## config.mk

```make
export PLATFORM = sky130hd
export DESIGN_NAME = matrix_multiply
export DESIGN_NICKNAME = d
export VERILOG_FILES = /design/src/sv/mm_pkg.sv /design/src/sv/matrix_multiply.sv /design/src/sv/mm_ram.sv
export SDC_FILE = /design/constraint.sdc
export NUM_CORES = 2
export LEC_CHECK = 0
export ABC_AREA = 1
export BUFFER_PORTS_ARGS = -buffer_cell sky130_fd_sc_hd__buf_2
export CELL_PAD_IN_SITES_DETAIL_PLACEMENT = 1
export CELL_PAD_IN_SITES_GLOBAL_PLACEMENT = 2
export CORE_MARGIN = 5
export CORE_UTILIZATION = 39
export CTS_CLUSTER_SIZE = 8
export DETAILED_ROUTE_END_ITERATION = 8
export HOLD_SLACK_MARGIN = 0.03
export PLACE_DENSITY_LB_ADDON = 0.05
export SLEW_MARGIN = 20
export SYNTH_ARGS = -nofsm -noshare
export SYNTH_HDL_FRONTEND = slang
export SYNTH_HIERARCHICAL = 1
export SYNTH_SLANG_ARGS = --single-unit
```

## constraint.sdc

```tcl
create_clock -name i_clk -period 5.1 [get_ports i_clk]
set_input_delay 0.51 -clock i_clk [delete_from_list [all_inputs] [get_ports i_clk]]
set_output_delay 0.51 -clock i_clk [all_outputs]
set_load 0.005 [all_outputs]
```

## src/sv/mm_pkg.sv

```systemverilog
// ---------------------------------------------------------------------------
// mm_pkg
// Shared types, codes and helpers for the matrix multiply block.
// ---------------------------------------------------------------------------
package mm_pkg;

    // Defaults for the top-level parameters
    localparam int MAX_DIM_DEF    = 8;
    localparam int ELEM_WIDTH_DEF = 16;

    // Fixed field widths
    localparam int DIM_W     = 4;   // dimension registers
    localparam int IDX_W     = 3;   // row / column indexes
    localparam int MODE_W    = 2;
    localparam int IN_ELEM_W = 16;  // element field on the input channel
    localparam int PV_W      = 35;  // product_value field
    localparam int CFG_IDX_W = 2;

    localparam logic [DIM_W-1:0] DIM_RESET = DIM_W'(8);

    // Input item modes
    localparam logic [MODE_W-1:0] MODE_LOAD_A  = 2'd0;
    localparam logic [MODE_W-1:0] MODE_LOAD_B  = 2'd1;
    localparam logic [MODE_W-1:0] MODE_COMPUTE = 2'd2;
    localparam logic [MODE_W-1:0] MODE_UNUSED  = 2'd3;

    // Configuration register indexes
    localparam logic [CFG_IDX_W-1:0] REG_ROWS_A = 2'd0;
    localparam logic [CFG_IDX_W-1:0] REG_COLS_A = 2'd1;
    localparam logic [CFG_IDX_W-1:0] REG_ROWS_B = 2'd2;
    localparam logic [CFG_IDX_W-1:0] REG_COLS_B = 2'd3;

    typedef enum logic [1:0] {
        ST_IDLE,
        ST_RUN,
        ST_SUM,
        ST_ERR
    } t_state;

    // Clamp a dimension register into 1..maxv
    function automatic logic [DIM_W-1:0] clamp_dim(input logic [DIM_W-1:0] v,
                                                   input logic [DIM_W-1:0] maxv);
        logic [DIM_W-1:0] res;
        if (v == '0) begin
            res = DIM_W'(1);
        end else if (v > maxv) begin
            res = maxv;
        end else begin
            res = v;
        end
        return res;
    endfunction

endpackage

```

## src/sv/matrix_multiply.sv

```systemverilog
// Loads: load beats stream at one per cycle while the block is idle.
// Compute: for each product element the block issues one store read per cycle
// for each term of clamped cols_a, then the read, multiply and accumulate stages
// finish and the element waits for a free output register; input is held off.
// A dimension error gives its single result beat via the error state.
// Reset: dimension registers go to 8, control clears; the stores are not cleared.
// ---------------------------------------------------------------------------
// matrix_multiply
// General matrix multiply over two element stores held in synchronous RAMs.
// ---------------------------------------------------------------------------
module matrix_multiply #(
    parameter int MaxDim    = mm_pkg::MAX_DIM_DEF,
    parameter int ElemWidth = mm_pkg::ELEM_WIDTH_DEF
) (
    input  logic                             i_clk,
    input  logic                             i_rst_n,
    // input channel
    input  logic                             i_in_valid,
    output logic                             o_in_ready,
    input  logic [mm_pkg::MODE_W-1:0]        i_mode,
    input  logic [mm_pkg::IDX_W-1:0]         i_row_index,
    input  logic [mm_pkg::IDX_W-1:0]         i_col_index,
    input  logic signed [mm_pkg::IN_ELEM_W-1:0] i_element,
    // result channel
    output logic                             o_out_valid,
    input  logic                             i_out_ready,
    output logic [mm_pkg::IDX_W-1:0]         o_out_row,
    output logic [mm_pkg::IDX_W-1:0]         o_out_col,
    output logic signed [mm_pkg::PV_W-1:0]   o_product_value,
    output logic                             o_last,
    output logic                             o_dim_error,
    // configuration write port
    input  logic                             i_cfg_we,
    input  logic [mm_pkg::CFG_IDX_W-1:0]     i_cfg_index,
    input  logic [mm_pkg::DIM_W-1:0]         i_cfg_data
);

    localparam int Depth = MaxDim * MaxDim;
    localparam int AddrW = (Depth > 1) ? $clog2(Depth) : 1;
    localparam int ProdW = 2 * ElemWidth;
    localparam logic [mm_pkg::DIM_W-1:0] MaxDimV = mm_pkg::DIM_W'(MaxDim);

    // ---------------------------------------------------------------------
    // Configuration registers
    // ---------------------------------------------------------------------
    logic [mm_pkg::DIM_W-1:0] r_rows_a, r_cols_a, r_rows_b, r_cols_b;

    always_ff @(posedge i_clk) begin
        if (!i_rst_n) begin
            r_rows_a <= mm_pkg::DIM_RESET;
            r_cols_a <= mm_pkg::DIM_RESET;
            r_rows_b <= mm_pkg::DIM_RESET;
            r_cols_b <= mm_pkg::DIM_RESET;
        end else if (i_cfg_we) begin
            unique case (i_cfg_index)
                mm_pkg::REG_ROWS_A: r_rows_a <= i_cfg_data;
                mm_pkg::REG_COLS_A: r_cols_a <= i_cfg_data;
                mm_pkg::REG_ROWS_B: r_rows_b <= i_cfg_data;
                mm_pkg::REG_COLS_B: r_cols_b <= i_cfg_data;
            endcase
        end
    end

    // Clamped dims, used live; the user must change configuration only while idle (not enforced)
    logic [mm_pkg::DIM_W-1:0] ra, ca, rb, cb;
    assign ra = mm_pkg::clamp_dim(r_rows_a, MaxDimV);
    assign ca = mm_pkg::clamp_dim(r_cols_a, MaxDimV);
    assign rb = mm_pkg::clamp_dim(r_rows_b, MaxDimV);
    assign cb = mm_pkg::clamp_dim(r_cols_b, MaxDimV);

    // ---------------------------------------------------------------------
    // Input beat decode and store writes
    // ---------------------------------------------------------------------
    mm_pkg::t_state r_state, n_state;

    logic in_fire;
    logic ld_in_range;
    logic we_a, we_b;
    logic is_compute;
    logic [AddrW-1:0] waddr;
    logic signed [47:0] elem_ext;
    logic [ElemWidth-1:0] wdata;

    assign in_fire     = i_in_valid && o_in_ready;
    assign ld_in_range = (int'(i_row_index) < MaxDim) && (int'(i_col_index) < MaxDim);
    assign waddr       = AddrW'(int'(i_row_index) * MaxDim + int'(i_col_index));
    // Sign-extend the 16-bit field, then keep the low ElemWidth bits
    assign elem_ext    = 48'(i_element);
    assign wdata       = elem_ext[ElemWidth-1:0];

    always_comb begin
        we_a       = 1'b0;
        we_b       = 1'b0;
        is_compute = 1'b0;
        unique case (i_mode)
            mm_pkg::MODE_LOAD_A:  we_a = in_fire && ld_in_range;
            mm_pkg::MODE_LOAD_B:  we_b = in_fire && ld_in_range;
            mm_pkg::MODE_COMPUTE: is_compute = 1'b1;
            mm_pkg::MODE_UNUSED:  is_compute = 1'b0;
        endcase
    end

    // ---------------------------------------------------------------------
    // Sequencer counters: r_i row of A, r_j column of B, r_k inner term.
    // Stores are written only while idle and read only during a run, so a
    // read never meets a write to the same entry: no forwarding needed.
    // ---------------------------------------------------------------------
    logic [mm_pkg::IDX_W-1:0] r_i, r_j, r_k;
    logic k_last, j_last, i_last;

    assign k_last = (mm_pkg::DIM_W'(r_k) + mm_pkg::DIM_W'(1)) == ca;
    assign j_last = (mm_pkg::DIM_W'(r_j) + mm_pkg::DIM_W'(1)) == cb;
    assign i_last = (mm_pkg::DIM_W'(r_i) + mm_pkg::DIM_W'(1)) == ra;

    logic [AddrW-1:0] raddr_a, raddr_b;
    assign raddr_a = AddrW'(int'(r_i) * MaxDim + int'(r_k));
    assign raddr_b = AddrW'(int'(r_k) * MaxDim + int'(r_j));

    logic [ElemWidth-1:0] rdata_a, rdata_b;

    mm_ram #(.Width(ElemWidth), .Depth(Depth)) u_a_store (
        .i_clk   (i_clk),
        .i_we    (we_a),
        .i_waddr (waddr),
        .i_wdata (wdata),
        .i_raddr (raddr_a),
        .o_rdata (rdata_a)
    );

    mm_ram #(.Width(ElemWidth), .Depth(Depth)) u_b_store (
        .i_clk   (i_clk),
        .i_we    (we_b),
        .i_waddr (waddr),
        .i_wdata (wdata),
        .i_raddr (raddr_b),
        .o_rdata (rdata_b)
    );

    // ---------------------------------------------------------------------
    // State machine: next state
    // ---------------------------------------------------------------------
    logic r_sum_ok;
    logic r_out_valid;
    logic out_free;
    logic issue;
    logic out_load;

    assign out_free = !r_out_valid || i_out_ready;

    always_comb begin
        n_state = r_state;
        unique case (r_state)
            mm_pkg::ST_IDLE: begin
                if (in_fire && is_compute) begin
                    n_state = (ca != rb) ? mm_pkg::ST_ERR : mm_pkg::ST_RUN;
                end
            end
            mm_pkg::ST_RUN: begin
                if (k_last) begin
                    n_state = mm_pkg::ST_SUM;
                end
            end
            mm_pkg::ST_SUM: begin
                if (r_sum_ok && out_free) begin
                    n_state = (i_last && j_last) ? mm_pkg::ST_IDLE : mm_pkg::ST_RUN;
                end
            end
            mm_pkg::ST_ERR: begin
                if (out_free) begin
                    n_state = mm_pkg::ST_IDLE;
                end
            end
        endcase
    end

    // State machine: outputs
    always_comb begin
        o_in_ready = 1'b0;
        issue      = 1'b0;
        out_load   = 1'b0;
        unique case (r_state)
            mm_pkg::ST_IDLE: o_in_ready = 1'b1;
            mm_pkg::ST_RUN:  issue      = 1'b1;
            mm_pkg::ST_SUM:  out_load   = r_sum_ok && out_free;
            mm_pkg::ST_ERR:  out_load   = out_free;
        endcase
    end

    always_ff @(posedge i_clk) begin
        if (!i_rst_n) begin
            r_state <= mm_pkg::ST_IDLE;
        end else begin
            r_state <= n_state;
        end
    end

    // Advance the counters: k per issued term, j and i per element moved to the output register
    always_ff @(posedge i_clk) begin
        if (!i_rst_n) begin
            r_i <= '0;
            r_j <= '0;
            r_k <= '0;
        end else begin
            if (o_in_ready && in_fire && is_compute) begin
                r_i <= '0;
                r_j <= '0;
                r_k <= '0;
            end
            if (issue) begin
                r_k <= k_last ? '0 : r_k + 1'b1;
            end
            if (out_load && r_state == mm_pkg::ST_SUM) begin
                if (j_last) begin
                    r_j <= '0;
                    r_i <= r_i + 1'b1;
                end else begin
                    r_j <= r_j + 1'b1;
                end
            end
        end
    end

    // ---------------------------------------------------------------------
    // Datapath: store read -> multiply -> accumulate
    // ---------------------------------------------------------------------
    logic r_v1, r_first1, r_last1;
    logic r_v2, r_first2, r_last2;
    logic signed [ProdW-1:0] r_prod;
    logic signed [63:0] prod_ext;
    logic [mm_pkg::PV_W-1:0] r_acc;

    always_ff @(posedge i_clk) begin
        if (!i_rst_n) begin
            r_v1 <= 1'b0;
            r_v2 <= 1'b0;
        end else begin
            r_v1 <= issue;
            r_v2 <= r_v1;
        end
    end

    always_ff @(posedge i_clk) begin
        r_first1 <= (r_k == '0);
        r_last1  <= k_last;
        r_first2 <= r_first1;
        r_last2  <= r_last1;
        r_prod   <= signed'(rdata_a) * signed'(rdata_b);
    end

    // The sum wraps to the output field, so accumulate at that width
    assign prod_ext = 64'(r_prod);

    always_ff @(posedge i_clk) begin
        if (r_v2) begin
            r_acc <= r_first2 ? prod_ext[mm_pkg::PV_W-1:0]
                              : r_acc + prod_ext[mm_pkg::PV_W-1:0];
        end
    end

    // Flag a finished sum; drop it when the element goes to the output
    always_ff @(posedge i_clk) begin
        if (!i_rst_n) begin
            r_sum_ok <= 1'b0;
        end else if (r_v2 && r_last2) begin
            r_sum_ok <= 1'b1;
        end else if (out_load) begin
            r_sum_ok <= 1'b0;
        end
    end

    // ---------------------------------------------------------------------
    // Output register: holds a result beat until taken, so the input side
    // can go back to idle while the final beat still waits.
    // ---------------------------------------------------------------------
    logic [mm_pkg::IDX_W-1:0] r_out_row, r_out_col;
    logic [mm_pkg::PV_W-1:0]  r_out_value;
    logic                     r_out_last, r_out_err;

    always_ff @(posedge i_clk) begin
        if (!i_rst_n) begin
            r_out_valid <= 1'b0;
        end else if (out_load) begin
            r_out_valid <= 1'b1;
        end else if (i_out_ready) begin
            r_out_valid <= 1'b0;
        end
    end

    always_ff @(posedge i_clk) begin
        if (out_load) begin
            if (r_state == mm_pkg::ST_ERR) begin
                r_out_row   <= '0;
                r_out_col   <= '0;
                r_out_value <= '0;
                r_out_last  <= 1'b1;
                r_out_err   <= 1'b1;
            end else begin
                r_out_row   <= r_i;
                r_out_col   <= r_j;
                r_out_value <= r_acc;
                r_out_last  <= i_last && j_last;
                r_out_err   <= 1'b0;
            end
        end
    end

    assign o_out_valid     = r_out_valid;
    assign o_out_row       = r_out_row;
    assign o_out_col       = r_out_col;
    assign o_product_value = signed'(r_out_value);
    assign o_last          = r_out_last;
    assign o_dim_error     = r_out_err;

`ifndef ASSERT_OFF
    a_run_after_compute: assert property (@(posedge i_clk) disable iff (!i_rst_n)
        (in_fire && is_compute && ca == rb) |=> (r_state == mm_pkg::ST_RUN))
        else $error("compute beat with matching dimensions did not start a run");

    a_sum_only_in_sum: assert property (@(posedge i_clk) disable iff (!i_rst_n)
        r_sum_ok |-> (r_state == mm_pkg::ST_SUM))
        else $error("finished sum outside the sum state");

    a_last_term_done: assert property (@(posedge i_clk) disable iff (!i_rst_n)
        (r_v2 && r_last2) |=> r_sum_ok)
        else $error("last term accumulated but sum not flagged");

    a_err_is_last: assert property (@(posedge i_clk) disable iff (!i_rst_n)
        (o_out_valid && o_dim_error) |-> o_last)
        else $error("dimension error beat not marked last");
`endif

endmodule

```

## src/sv/mm_ram.sv

```systemverilog
// ---------------------------------------------------------------------------
// mm_ram
// Generic single-write, single-read RAM with registered read data.
// ---------------------------------------------------------------------------
module mm_ram #(
    parameter int Width = 16,
    parameter int Depth = 64,
    localparam int AddrW = (Depth > 1) ? $clog2(Depth) : 1
) (
    input  logic             i_clk,
    input  logic             i_we,
    input  logic [AddrW-1:0] i_waddr,
    input  logic [Width-1:0] i_wdata,
    input  logic [AddrW-1:0] i_raddr,
    output logic [Width-1:0] o_rdata
);

    logic [Width-1:0] r_mem [Depth];
    logic [Width-1:0] r_rdata;

    always_ff @(posedge i_clk) begin
        if (i_we) begin
            r_mem[i_waddr] <= i_wdata;
        end
        r_rdata <= r_mem[i_raddr];
    end

    assign o_rdata = r_rdata;

endmodule
```

After elaboration in Yosys (flattened, before gate mapping)
Memories as Yosys holds them, arrays and structs flattened. A register that Yosys moved wholly into a read port is not among the register bits.
Index checks and enable logic that the tools add are counted.
W data, S select, Z words.
{ "word_totals": {"wordCells": 122, "input_bits": 35, "output_inout_bits": 45, "mem_count": 2, "mem_bits_rw": 2048, "reg_bits": 145} }
{ "memory_table": {"columns": ["name", "words", "word_bits", "rd", "rd_clocked_by_memory_dff", "write_ports", "line_no", "source"], "rows": [
  ["u_a_store.r_mem", 64, 16, 1, 1, 1, "mm_ram.sv:18", "logic [Width-1:0] r_mem [Depth];"],
  ["u_b_store.r_mem", 64, 16, 1, 1, 1, "mm_ram.sv:18", null]
]} }
{ "op_classes": {"n_addsub": 10, "n_reduce_logical": 27, "n_eq_ne": 16, "mul": 1, "mux": 39, "magnitude_cmp": 4} }
{ "ops": {"columns": ["operator", "count"], "rows": [
  ["$add A35 B35 Y35", 1],
  ["$mux W35", 1],
  ["$mul A16 B16 Y32", 1],
  ["$mux W4", 8],
  ["$mux W3", 8],
  ["$add A6 B3 Y6", 3],
  ["$gt A4 B4 Y1 const B", 4],
  ["$logic_not A4 Y1", 4],
  ["$mux W1", 15],
  ["$add A3 B1 Y4 const B", 3],
  ["$eq A4 B4 Y1", 3],
  ["$eq A2 B2 Y1 const B", 5],
  ["$mux W2", 5],
  ["$add A3 B1 Y3 const B", 3],
  ["$logic_and A1 B1 Y1", 8],
  ["$ne A2 B2 Y1 const B", 4],
  ["$pmux W2 S4", 1],
  ["$reduce_and A2 Y1", 4],
  ["$reduce_bool A2 Y1", 4],
  ["$eq A2 B1 Y1 const B", 3],
  ["$logic_not A2 Y1", 3],
  ["$ne A4 B4 Y1", 1],
  ["$reduce_and A4 Y1", 1],
  ["$logic_not A3 Y1", 1],
  ["3 further kinds", 3]
]} }

Logic depth before layout (Yosys ltp)
{ "logic_depth": {"ltp_word": 8, "depth_mapped": 26, "depth_no_buf": 24} }

Cells and area by module
The synthesis kept the hierarchy.
{ "modules_own_cells": {"columns": ["mod", "seq_area_each_um2", "cells_per_inst", "instances", "area_per_inst_um2"], "rows": [
  ["mm_ram", 31069.8, 3517, 2, 42099.1],
  ["matrix_multiply", 3683.5, 2385, 1, 18411.4]
]} }

Worst setup path after synthesis
No wires, ideal clock.
{ "synth_path": {"path_kind": "register to register", "startpoint": "register u_b_store.r_rdata[7] (netlist: u_b_store/o_rdata[7]) (read register of u_b_store.r_mem)", "endpoint": "register r_prod[30]", "t_required_ps": 4988, "arrival_time_ps": 5475, "setup_ps": 112, "path_stages_with_launch": 24, "path_slack_ps": -488, "n_path_buf": 2, "synth_period_minus_slack_ps": 5588, "cell_sequence": "dfxtp_1 clkbuf_1 clkbuf_1 nand2_1 fa_1 inv_1 fa_1 inv_1 fa_1 inv_1 fa_1 fa_1 inv_1 fa_1 inv_1 ha_1 a21oi_1 o21bai_1 a21oi_1 o21ai_0 nor2_1 nand2_1 nand2_1 nand2_1"} }
{ "synth_via": {"elab_chain_len": 1} }
{ "synth_lines": {"columns": ["element", "line_no", "source"], "rows": [
  ["start: declaration", "mm_ram.sv:19", "logic [Width-1:0] r_rdata;"],
  ["$mul A16 B16 Y32", "matrix_multiply.sv:247", "r_prod <= signed'(rdata_a) * signed'(rdata_b);"],
  ["end signal: assignment", "matrix_multiply.sv:247", null],
  ["end: declaration", "matrix_multiply.sv:228", "logic signed [ProdW-1:0] r_prod;"]
]} }
No other way between the ends.
A chain may end at the register's enable or synchronous reset.

Final worst setup path
{ "layout_path": {"startpoint": "register u_a_store.r_rdata[15] (netlist: u_a_store/o_rdata[15]) (read register of u_a_store.r_mem)", "endpoint": "register r_prod[29]"} }
{ "layout_via": {"elab_chain_len": 1} }
{ "layout_lines": {"columns": ["element", "line_no"], "rows": [
  ["start: declaration", "mm_ram.sv:19"],
  ["$mul A16 B16 Y32", "matrix_multiply.sv:247"]
]} }
No other way between the ends.

==> results.md <==
* Outcome: finished, violations left
* Failing checks: negative setup slack
* Area grow syn2layout at 15.9%
* CP startpoint kind: flip-flop
* Final setup fails at 12
* DR WL/cell at 25.6 um
* Fmax achieved at about 190 MHz
* Die Ht at 523 um
* Initial Utilization at 0.392
* Post-DP HPWL at just over 200000 um
* CP max-delay cell: fa_1
* Worst hold slack at 0.120 ns
* Post-Layout Inst Area at 119000 sq um
* Final WS setup at -0.227 ns
* Metal3 WL at 14700 um
* Vias in the first global route at 74500
* Warnings from Yosys at 6
* Placed cell areas at 108000 sq um
* Syn_area_per_cell at 10.9 sq um
* Setup WS pre-CTS at -0.466 ns
* DRT Pass-1 Iters at 6
* Die ar. at 273000 sq um
* Pin count of the biggest net entering global routing at roughly 180
* Port buffer count at 79
* Row count at 188
* Final Util at 0.454
* Synth Flop Type: edfxtp_1
* TritonCTS clock tree: yes
* DIE WIDTH at 523 um
* Worst Path Arrival at 6.07 ns
* Clock skew at 0.0843 ns
* Fin. Hold Viols at 0
* Clock root buffer: clkbuf_16
* Residual DRC at 0
* Worst slew pin tran at 1.13 ns
* IO Pins at 80
* Number of cells on the critical path at 21
* Skew-Pair Late Insertion Delay at ~0.91 ns
* Layout cell share with drive strength beyond 1 at 0.129
* H-Tree Level Count at 5
* Top Layer Used: met5
* Global route overflow at 0
* Clk sinks at 2225
* Deepest clock path buffer count at 4
* Num CTS Buffers at about 320
* Via/cell ratio at 5.35
* Post-Synthesis Cell Area at 103000 sq um
* Cells along the critical path: buf_8 -> nand2_4 -> buf_6 -> fa_1 -> inv_2 -> fa_1 -> fa_1 -> fa_1 -> fa_1 -> inv_2 -> fa_1 -> inv_2 -> ha_4 -> a21oi_2 -> buf_4 -> o21ai_1 -> nand2_1 -> o211ai_1 -> a21oi_1 -> nand2_1 -> xor2_1
* Asr flop ratio synth at 0
* Reg clk slew, reported paths at 0.05 ns
* Syn nets at slightly below 10000
* CP max FO at 6
* Nets at between 10000 and 15000
* Critical Path RT at 5.84 ns
* Slew Limit Fails at 0
* Total of max-cap violations at 0
* R2R cell count at 21
* Post-Syn Instances at 9419
* Global Route Usage Sum at 0.246
* Setup crit end kind: flip-flop
* Via count at 71400
* Worst Setup Path Type: reg -> reg
* #FFs+latches synth at 2225
* Core Region at 262000 sq um
* First-pass GRT wire length at 503000 um
* Final ANT Viol Nets at 0
* Slowest cell delay on critical path at 0.58 ns
* Register area share after synthesis at 0.641
* RSZ-0062 raised after global routing: true
* Initial antenna violation count at 11
* Crit share post-route at 1.04
* Synth unique cells at 47
* Crit path max-delay family: adder cells
* Fin crit period at 5.33 ns
* Routability cong. at 0.862
* Hold depth at 3
* Max_slew headroom at 0.245
* Iter 0 DRT Violations at 4966
* Total Wirelength at 342000 um
* Post-synth EDFFs at 2126
* Fillers at roughly 28000
* Met2 WL at 164000 um
* WL met1 at approximately 150000 um
* Most common cell on crit path: fa_1
* Critical path buffer and inverter count at 6
* Hold/Removal Path Class: in -> reg
state kept, by name, summed over array words and instances (netlist names), 4 cells and up:
register,cells
u_a_store/r_mem,1024
u_a_store/o_rdata,16
r_rows_b,4
o_product_value,35
u_b_store/o_rdata,16
r_cols_a,4
r_prod,32
r_cols_b,4
u_b_store/r_mem,1024
r_rows_a,4
r_acc,35
layer usage:
layer,GRT usage,vias up
met5,0,-
met1,0.340,37000
met4,0.0674,4
li1,-,32500
met2,0.413,1483
met3,0.0291,464
area by class of cell:
type                            count  area (sq um)  share of cell area
Timing Repair Buffer              538          4790              0.0403
Clock buffer                      378          8250              0.0693
Multi-Input combinational cell   6047         32600               0.274
Inverter                          627          2420              0.0204
Antenna cell                        3          7.51           0.0000631
Tap cell                         3515          4400              0.0370
Sequential cell                  2225         65900               0.554
Clock inverter                     29           520             0.00438
per-stage QoR:
stage	instances	TNS, ns
after floorplan	9419	-0.0191
after global placement	12900	-5.94
after detailed placement	12900	-7.04
after CTS	13300	-1.40
after global routing	13400	-4.14
final	13400	-1.55
worst reg2reg max path: stages, from the launching register on:
cell,delay [ns]
dfxtp_4,0.41
buf_8,0.15
nand2_4,0.06
buf_6,0.11
fa_1,0.52
inv_2,0.05
fa_1,0.53
fa_1,0.45
fa_1,0.55
fa_1,0.58
inv_2,0.04
fa_1,0.52
inv_2,0.05
ha_4,0.23
a21oi_2,0.18
buf_4,0.13
o21ai_1,0.08
nand2_1,0.09
o211ai_1,0.09
a21oi_1,0.16
nand2_1,0.09
xor2_1,0.14
worst paths after layout:
kind | start | slack (ns) | endpoint
max | u_a_store/o_rdata[15]$_DFF_P_ | -0.23 | r_prod[29]$_DFF_P_
min | i_rst_n | 0.12 | r_v2$_SDFF_PN0_
max reg2reg | u_a_store/o_rdata[15]$_DFF_P_ | -0.23 | r_prod[29]$_DFF_P_
min reg2reg | r_last1$_DFF_P_ | 0.32 | r_last2$_DFF_P_
what timing repair did:
item                                   CTS  global route
hold buffers                            10             0
endpoints found under the hold margin   36             0
gates resized for setup                228           187
pin swaps                              119           118
gates cloned                             0             1
setup endpoints to repair               22            23
buffers inserted                        28            22
synth_stat cells, drive strengths merged (57+ instances only):
cell type     n  share of area
nand2      3217           0.12
edfxtp     2126           0.62
nand3      1828          0.089
inv         625          0.023
buf         402          0.026
nor2        289          0.011
fa          263          0.051
ha          120          0.015
clkbuf      118         0.0043
dfxtp        99          0.019
a21oi        86         0.0043
o21ai        57         0.0029
cell families (layout without fill, tap and decap cells):
logic type / Yosys count / count (layout) / synth area share
xor+xnor: 46 / 46 / 0.00393
flops: 2225 / 2225 / 0.641
fa+ha+maj: 383 / 383 / 0.0659
compound gates: 178 / 178 / 0.00979
simple gates: 5440 / 5440 / 0.225
other cells: 0 / 3 / 0
buf+inv: 1147 / 1572 / 0.0537
placed cells by master, fill, tap and decap left out, types with 10 or more instances in the layout:
cell type,count
o21ai_0,37
xor2_1,28
nand3_2,12
o21ai_2,10
nand3_1,1814
nand4_1,40
buf_6,70
nand2_1,3156
dfxtp_2,17
o21bai_1,10
a21oi_2,20
a21oi_1,57
fa_1,239
xnor2_1,15
dlygate4sd3_1,10
nand2_4,19
nand2_2,41
clkbuf_16,322
edfxtp_1,2126
buf_4,345
dfxtp_4,20
or2_2,11
buf_2,63
ha_1,96
nor2_2,32
ha_4,22
fa_2,24
inv_1,549
buf_12,47
inv_2,62
nor2_4,26
nor2_1,231
nor4_2,17
clkbuf_1,57
dfxtp_1,62
Power is left out: the tool's default activity adds up to more than one toggle a clock period on the data nets, which glitch-free logic cannot reach.
